$ cat config.mk
export PLATFORM = sky130hd
export DESIGN_NAME = multi_led_pulse_blinker
export DESIGN_NICKNAME = d
export VERILOG_FILES = /design/src/hw/rtl/mlpb_pkg.sv /design/src/hw/rtl/mlpb_lane.sv /design/src/hw/rtl/multi_led_pulse_blinker.sv
export SDC_FILE = /design/constraint.sdc
export NUM_CORES = 2
export LEC_CHECK = 0
export ABC_AREA = 0
export BUFFER_PORTS_ARGS = -buffer_cell sky130_fd_sc_hd__buf_2
export CAP_MARGIN = 10
export CORE_MARGIN = 1.5
export CORE_UTILIZATION = 54
export CTS_CLUSTER_SIZE = 40
export DETAILED_ROUTE_END_ITERATION = 10
export GPL_ROUTABILITY_DRIVEN = 0
export GPL_TIMING_DRIVEN = 1
export PLACE_DENSITY = 0.7
export SKIP_CTS_REPAIR_TIMING = 1
export SLEW_MARGIN = 0
export SYNTH_ARGS = -nofsm -noshare
export SYNTH_HDL_FRONTEND = slang
export SYNTH_SLANG_ARGS = --single-unit
$ cat constraint.sdc
create_clock -name i_clk -period 7.6 [get_ports i_clk]
set_input_delay 1.52 -clock i_clk [delete_from_list [all_inputs] [get_ports i_clk]]
set_output_delay 1.52 -clock i_clk [all_outputs]
set_load 0.03 [all_outputs]
$ cat src/hw/rtl/mlpb_pkg.sv
// Shared types and constants of the multi-LED pulse blinker.
`timescale 1ns / 1ps
`default_nettype none

package mlpb_pkg;

    localparam int MODE_W   = 3;
    localparam int IDX_W    = 3;
    localparam int PERIOD_W = 32;
    localparam int COUNT_W  = 16;
    localparam int HALF_W   = 31;
    localparam int HALVES_W = 17;
    localparam int MASK_W   = 8;

    typedef enum logic [MODE_W-1:0] {
        MODE_ON     = 3'd0,
        MODE_OFF    = 3'd1,
        MODE_TOGGLE = 3'd2,
        MODE_START  = 3'd3,
        MODE_STOP   = 3'd4,
        MODE_TICK   = 3'd5
    } t_mode;

    typedef struct packed {
        logic                en;
        logic                tick;
        logic                hit;
        t_mode               mode;
        logic [HALF_W-1:0]   half;
        logic                endless;
        logic [HALVES_W-1:0] halves;
    } t_lane_cmd;

endpackage

`default_nettype wire

$ cat src/hw/rtl/mlpb_lane.sv
// Per-LED level, pulse timer and half-period counter.
`timescale 1ns / 1ps
`default_nettype none

module mlpb_lane
    import mlpb_pkg::*;
(
    input  wire logic      i_clk,
    input  wire logic      i_rst_n,
    input  wire t_lane_cmd i_cmd,
    output logic           o_level,
    output logic           o_running,
    output logic           o_n_level,
    output logic           o_n_running
);

    logic                r_level;
    logic                r_running;
    logic                r_forever;
    logic [HALVES_W-1:0] r_halves;
    logic [HALF_W-1:0]   r_reload;
    logic [HALF_W-1:0]   r_countdown;

    logic                n_level;
    logic                n_running;
    logic                n_forever;
    logic [HALVES_W-1:0] n_halves;
    logic [HALF_W-1:0]   n_reload;
    logic [HALF_W-1:0]   n_countdown;
    logic [HALVES_W-1:0] w_halves_dec;

    always_comb begin
        n_level      = r_level;
        n_running    = r_running;
        n_forever    = r_forever;
        n_halves     = r_halves;
        n_reload     = r_reload;
        n_countdown  = r_countdown;
        w_halves_dec = r_halves;
        if (i_cmd.en && i_cmd.tick && r_running) begin
            if (r_countdown > HALF_W'(1)) begin
                n_countdown = r_countdown - HALF_W'(1);
            end else begin
                n_countdown = r_reload;
                if (!r_forever && (r_halves != '0)) begin
                    w_halves_dec = r_halves - HALVES_W'(1);
                end
                n_halves = w_halves_dec;
                if (!r_forever && (w_halves_dec == '0)) begin
                    n_level   = 1'b0;
                    n_running = 1'b0;
                end else begin
                    n_level = !r_level;
                end
            end
        end else if (i_cmd.en && i_cmd.hit) begin
            unique case (i_cmd.mode)
                MODE_ON: begin
                    n_running = 1'b0;
                    n_forever = 1'b0;
                    n_halves  = '0;
                    n_level   = 1'b1;
                end
                MODE_OFF: begin
                    n_running = 1'b0;
                    n_forever = 1'b0;
                    n_halves  = '0;
                    n_level   = 1'b0;
                end
                MODE_TOGGLE: begin
                    n_running = 1'b0;
                    n_forever = 1'b0;
                    n_halves  = '0;
                    n_level   = !r_level;
                end
                MODE_START: begin
                    n_reload    = i_cmd.half;
                    n_countdown = i_cmd.half;
                    n_forever   = i_cmd.endless;
                    n_halves    = i_cmd.halves;
                    n_running   = 1'b1;
                    n_level     = 1'b1;
                end
                MODE_STOP: begin
                    n_running = 1'b0;
                    n_level   = 1'b0;
                end
                default: begin
                end
            endcase
        end
    end

    always_ff @(posedge i_clk) begin
        if (!i_rst_n) begin
            r_level   <= 1'b0;
            r_running <= 1'b0;
            r_forever <= 1'b0;
            r_halves  <= '0;
        end else begin
            r_level   <= n_level;
            r_running <= n_running;
            r_forever <= n_forever;
            r_halves  <= n_halves;
        end
    end

    always_ff @(posedge i_clk) begin
        r_reload    <= n_reload;
        r_countdown <= n_countdown;
    end

    assign o_level     = r_level;
    assign o_running   = r_running;
    assign o_n_level   = n_level;
    assign o_n_running = n_running;

endmodule

`default_nettype wire

$ cat src/hw/rtl/multi_led_pulse_blinker.sv
// Top level of the multi-LED pulse blinker: input register, LED lanes, result register.
`timescale 1ns / 1ps
`default_nettype none

// Each beat is one command for one LED (on, off, toggle, start pulsing, stop) or a
// time tick that advances every running LED timer at once. A beat is captured in an
// input register and applied to all lanes once the result register is free; that
// register then takes the LED levels and pulsing mask as they stand after the beat.
// One beat per clock is sustained while the result is not stalled, and a stalled
// result holds the input register. Commands to an LED whose enable bit is clear,
// or beyond NUM_LEDS, change nothing but still yield a result. Write the enable mask
// only while no beat is in flight.
module multi_led_pulse_blinker
    import mlpb_pkg::*;
#(
    parameter int NUM_LEDS = 8
) (
    input  wire logic                i_clk,
    input  wire logic                i_rst_n,
    input  wire logic                i_in_valid,
    output logic                     o_in_ready,
    input  wire logic [MODE_W-1:0]   i_mode,
    input  wire logic [IDX_W-1:0]    i_led_index,
    input  wire logic [PERIOD_W-1:0] i_pulse_period,
    input  wire logic [COUNT_W-1:0]  i_pulse_count,
    output logic                     o_out_valid,
    input  wire logic                i_out_ready,
    output logic [MASK_W-1:0]        o_led_levels,
    output logic [MASK_W-1:0]        o_pulsing_mask,
    input  wire logic                i_cfg_we,
    input  wire logic [MASK_W-1:0]   i_cfg_wdata
);

    logic                r_in_valid;
    logic [MODE_W-1:0]   r_mode;
    logic [IDX_W-1:0]    r_led_index;
    logic [PERIOD_W-1:0] r_period;
    logic [COUNT_W-1:0]  r_count;
    logic [MASK_W-1:0]   r_mask;
    logic                r_out_valid;
    logic [MASK_W-1:0]   r_led_levels;
    logic [MASK_W-1:0]   r_pulsing_mask;

    logic                w_fire;
    logic                w_in_range;
    logic                w_hit;
    logic [HALF_W-1:0]   w_half;
    logic [NUM_LEDS-1:0] w_level;
    logic [NUM_LEDS-1:0] w_running;
    logic [NUM_LEDS-1:0] w_n_level;
    logic [NUM_LEDS-1:0] w_n_running;
    t_lane_cmd           w_cmd_base;

    assign w_fire     = r_in_valid && (!r_out_valid || i_out_ready);
    assign o_in_ready = !r_in_valid || w_fire;

    always_ff @(posedge i_clk) begin
        if (!i_rst_n) begin
            r_in_valid <= 1'b0;
        end else if (o_in_ready) begin
            r_in_valid <= i_in_valid;
        end
    end

    always_ff @(posedge i_clk) begin
        if (i_in_valid && o_in_ready) begin
            r_mode      <= i_mode;
            r_led_index <= i_led_index;
            r_period    <= i_pulse_period;
            r_count     <= i_pulse_count;
        end
    end

    always_ff @(posedge i_clk) begin
        if (!i_rst_n) begin
            r_mask <= MASK_W'(1);
        end else if (i_cfg_we) begin
            r_mask <= i_cfg_wdata;
        end
    end

    assign w_in_range = ({1'b0, r_led_index} < (IDX_W + 1)'(NUM_LEDS));
    assign w_hit      = (r_mode <= MODE_STOP) && w_in_range && r_mask[r_led_index];
    assign w_half     = (r_period[PERIOD_W-1:1] == '0) ? HALF_W'(1) : r_period[PERIOD_W-1:1];

    always_comb begin
        w_cmd_base         = '0;
        w_cmd_base.en      = w_fire;
        w_cmd_base.tick    = (r_mode == MODE_TICK);
        w_cmd_base.mode    = t_mode'(r_mode);
        w_cmd_base.half    = w_half;
        w_cmd_base.endless = (r_count == '0);
        w_cmd_base.halves  = {r_count, 1'b0};
    end

    for (genvar g = 0; g < NUM_LEDS; g++) begin : g_lane
        t_lane_cmd w_cmd;

        always_comb begin
            w_cmd     = w_cmd_base;
            w_cmd.hit = w_hit && (r_led_index == IDX_W'(g));
        end

        mlpb_lane u_lane (
            .i_clk       (i_clk),
            .i_rst_n     (i_rst_n),
            .i_cmd       (w_cmd),
            .o_level     (w_level[g]),
            .o_running   (w_running[g]),
            .o_n_level   (w_n_level[g]),
            .o_n_running (w_n_running[g])
        );
    end

    always_ff @(posedge i_clk) begin
        if (!i_rst_n) begin
            r_out_valid <= 1'b0;
        end else if (w_fire) begin
            r_out_valid <= 1'b1;
        end else if (i_out_ready) begin
            r_out_valid <= 1'b0;
        end
    end

    always_ff @(posedge i_clk) begin
        if (w_fire) begin
            r_led_levels   <= MASK_W'(w_n_level);
            r_pulsing_mask <= MASK_W'(w_n_running);
        end
    end

    assign o_out_valid    = r_out_valid;
    assign o_led_levels   = r_led_levels;
    assign o_pulsing_mask = r_pulsing_mask;

`ifndef SYNTHESIS
    a_fire_gives_result: assert property (@(posedge i_clk) disable iff (!i_rst_n)
        w_fire |=> r_out_valid)
        else $error("processed beat did not produce a result");

    a_pulse_only_on_start: assert property (@(posedge i_clk) disable iff (!i_rst_n)
        (w_fire && (r_mode != MODE_START)) |-> ((w_n_running & ~w_running) == '0))
        else $error("pulse timer started by a beat other than start");

    a_ignored_cmd_holds: assert property (@(posedge i_clk) disable iff (!i_rst_n)
        (w_fire && (r_mode != MODE_TICK) && !w_hit) |->
        ((w_n_level == w_level) && (w_n_running == w_running)))
        else $error("ignored command changed LED state");

    a_idle_no_change: assert property (@(posedge i_clk) disable iff (!i_rst_n)
        !w_fire |-> ((w_n_level == w_level) && (w_n_running == w_running)))
        else $error("LED state changed without a beat");
`endif

endmodule

`default_nettype wire

==> metrics <==
status finished, final reports clean; Yosys warnings 0; global-route wire length before repair approximately 170,000 µm; R2R cell count 8; die footprint approximately 74,000 µm²; global routing usage on met3 4.76%; type of origin of the critical path flop; CTS sink cnt around 740; worst reg2reg endpoint o_pulsing_mask[2]; Hold Path Depth 2; PortBufs 83; commonest non-fill, non-tap cells in the layout edfxtp_1, o21ai_0, nand2_1; Yosys top cell by area edfxtp_1; filler cell count 5,980; Hold Path Sink g_lane[6].u_lane.r_halves[15]; measured slew at the worst slew-check pin roughly 1.2 ns; post-synthesis async set-or-reset flop share 0%; launching point of the worst reg2reg path g_lane[2].u_lane.r_countdown[17]; setup violators final 0; die height ~270 µm; Setup TNS 0 ns; pwr dens just over 200 nW/µm²; sequential element share of the synthesized area between 50% and 60%; drt drc 0; Setup crit end kind flop; Area Growth Syn to Fin 9.90%; hpwl dp 68,100 µm; share of the synthesized area in the top cell type about 44%; synthesized area 39,000 µm²; fmax around 0.23 GHz; share of cells above drive strength 1 8.75%; Detailed Routing Iterations Pass 1 6; ANT nets after route 0; Initial Util ~55%; CP Class reg2reg; Worst EP arrival between 4 and 5 ns; Initial DRC Count 3,511; vias between 30,000 and 40,000; Crit Path Max Fanout 38; Mapped Cells around 4,200; Final Skew roughly 0.025 ns; Critical Path Source g_lane[2].u_lane.r_countdown[17]; Via-to-Cell Ratio 6.30; clk slew on worst S/H paths roughly 0.060 ns; Worst Path Required 7.92 ns; Sequential cell area about 20,000 µm²; Post-synth EDFFs 565; Final Instance Area around 43,000 µm²; I/O pin total 85; cts bufs inserted 81; Distinct cells, synth 83; root buf cell clkbuf_16; antenna violations before repair 3; busiest grt layer met2; Synth Register Bits between 700 and 800; Worst Hold Class reg2reg; Slew headroom a little under a fifth; Fin. Hold Viols 0; Overall Power roughly 0.0086 W; internal reg-to-reg setup slack between 3 and 4 ns; RSZ-0062 raised after global routing false; area of the multi-input gates between 15,000 and 20,000 µm²; Fin Hold WS 0.476 ns; hold_sp g_lane[6].u_lane.r_halves[15]; Tcrit/Tclk final between 50 and 60%; GRT met2 Usage between 40% and 50%; Final Util between 50% and 60%; TritonCTS clock tree done; fin. max-slew vios 0; vias in the first global route a little under 30,000; Layout Nets between 4,000 and 5,000; CTS H-Tree Depth 3; WL final about 110,000 µm; max-cap violation count 0; DR WL/cell around 21 µm; met1 GRT Util 41.9%; GR Overflow Total 0; largest net degree at the start of global routing 85; post-placement cell area 40,200 µm²; total track usage around 30%; std cell rows 98; Synth Flop Type edfxtp_1; top cells by area, synth edfxtp_1, dfxtp_1, o21ai_0; Leak Pwr approximately 15 nW; Core Footprint 71,500 µm²; worst-skew pair later-pin latency between 0.6 and 0.7 ns; chip width 272 µm; Synth Net Count about 4,300; Clock Path Buffers 3; Final Critical Period between 4 and 5 ns; Avg Inst Size Synth between 9 and 10 µm²; VDD IR max between 0.0002 and 0.00025 V; most common cell after layout, fill and taps aside edfxtp_1; diodes inserted 0
routing by layer:
layer | vias up | wire, µm
met5 | - | 0
met4 | 0 | 3340
met3 | 225 | 10400
met2 | 1419 | 48300
met1 | 15400 | 47700
li1 | 15300 | -
kinds of logic after synthesis:
family / Yosys count / share of synthesized area [%]
buffers and inverters: 361 / 3.50
adder cells (fa/ha/maj): 32 / 1.03
flip-flops: 735 / 52.2
AND/OR/NAND/NOR: 1612 / 20.3
XOR/XNOR: 193 / 4.33
multiplexers: 47 / 1.22
AO/OA/AOI/OAI: 1194 / 17.4
cell usage after synthesis, types with 13 or more instances:
library cell	instances
edfxtp_1	565
o21ai_0	512
nand2_1	461
nor2_1	435
a21oi_1	387
clkbuf_1	270
dfxtp_1	170
nor3_1	168
nor4_1	115
xnor2_1	115
xor2_1	78
or3_1	63
nand3_1	56
inv_1	54
or4_1	51
a31oi_1	43
mux2i_1	42
nand4_1	40
o31ai_1	36
a211oi_1	34
and2_1	33
ha_1	32
buf_1	29
a22oi_1	27
and3_1	22
nor3b_1	22
nand2b_1	20
a21o_1	19
or2_2	19
o211ai_1	17
nor2b_1	15
nand3b_1	14
o41ai_1	14
nand4b_1	13
nor4b_1	13
o22ai_1	13
sequential cells by signal, indices dropped and copies added, names as in the netlist:
signal and count:
o_led_levels 8, o_pulsing_mask 8, r_led_index 3, g_lane.u_lane.r_forever 8
r_in_valid 1, g_lane.u_lane.o_running 8, o_out_valid 1, g_lane.u_lane.r_halves 136
g_lane.u_lane.r_countdown 248, r_period 31, r_count 16, g_lane.u_lane.r_reload 248
r_mask 8, r_mode 3, g_lane.u_lane.o_level 8
final cells by class:
class | count | area share (%)
timing repair buffer | 169 | 2.48
sequential | 735 | 47.5
inverter | 54 | 0.479
tap | 950 | 2.77
multi-input combinational | 3078 | 40.6
clock inverter | 47 | 1.11
clock buffer | 100 | 5.06
power by group:
group / total, W / internal (W) / switching, W
Sequential: 0.00438 / 0.00435 / 0.0000264
Clock: 0.00397 / 0.00230 / 0.00167
Combinational: 0.000277 / 0.0000694 / 0.000207
worst max path at each step:
stage	endpoint	slack, ns	cells after the start
2_1_floorplan	g_lane[6].u_lane.r_countdown[0]	2.25	5
3_3_place_gp	g_lane[7].u_lane.r_halves[1]	2.81	8
3_5_place_dp	g_lane[7].u_lane.r_halves[1]	2.72	8
4_1_cts	o_pulsing_mask[2]	3.25	8
5_1_grt	o_pulsing_mask[2]	2.97	8
6_report	o_pulsing_mask[2]	3.25	8
metrics by stage:
step                      std cells  worst slack, ns
after floorplan                4174             2.25
after global placement         4985             2.81
after detailed placement       4985             2.72
after CTS                      5132             3.25
after global routing           5133             2.97
final                          5133             3.25
worst max-delay path: stages (launching register included):
cell and delay (ns):
edfxtp_1 0.42, or4_4 0.58, or4_1 0.70, nor4_4 0.75, buf_4 0.51, nand4_1 0.15, or4_1 0.49, o211ai_1 0.22
nand2_1 0.20
Power figures use the tool's default switching activity.
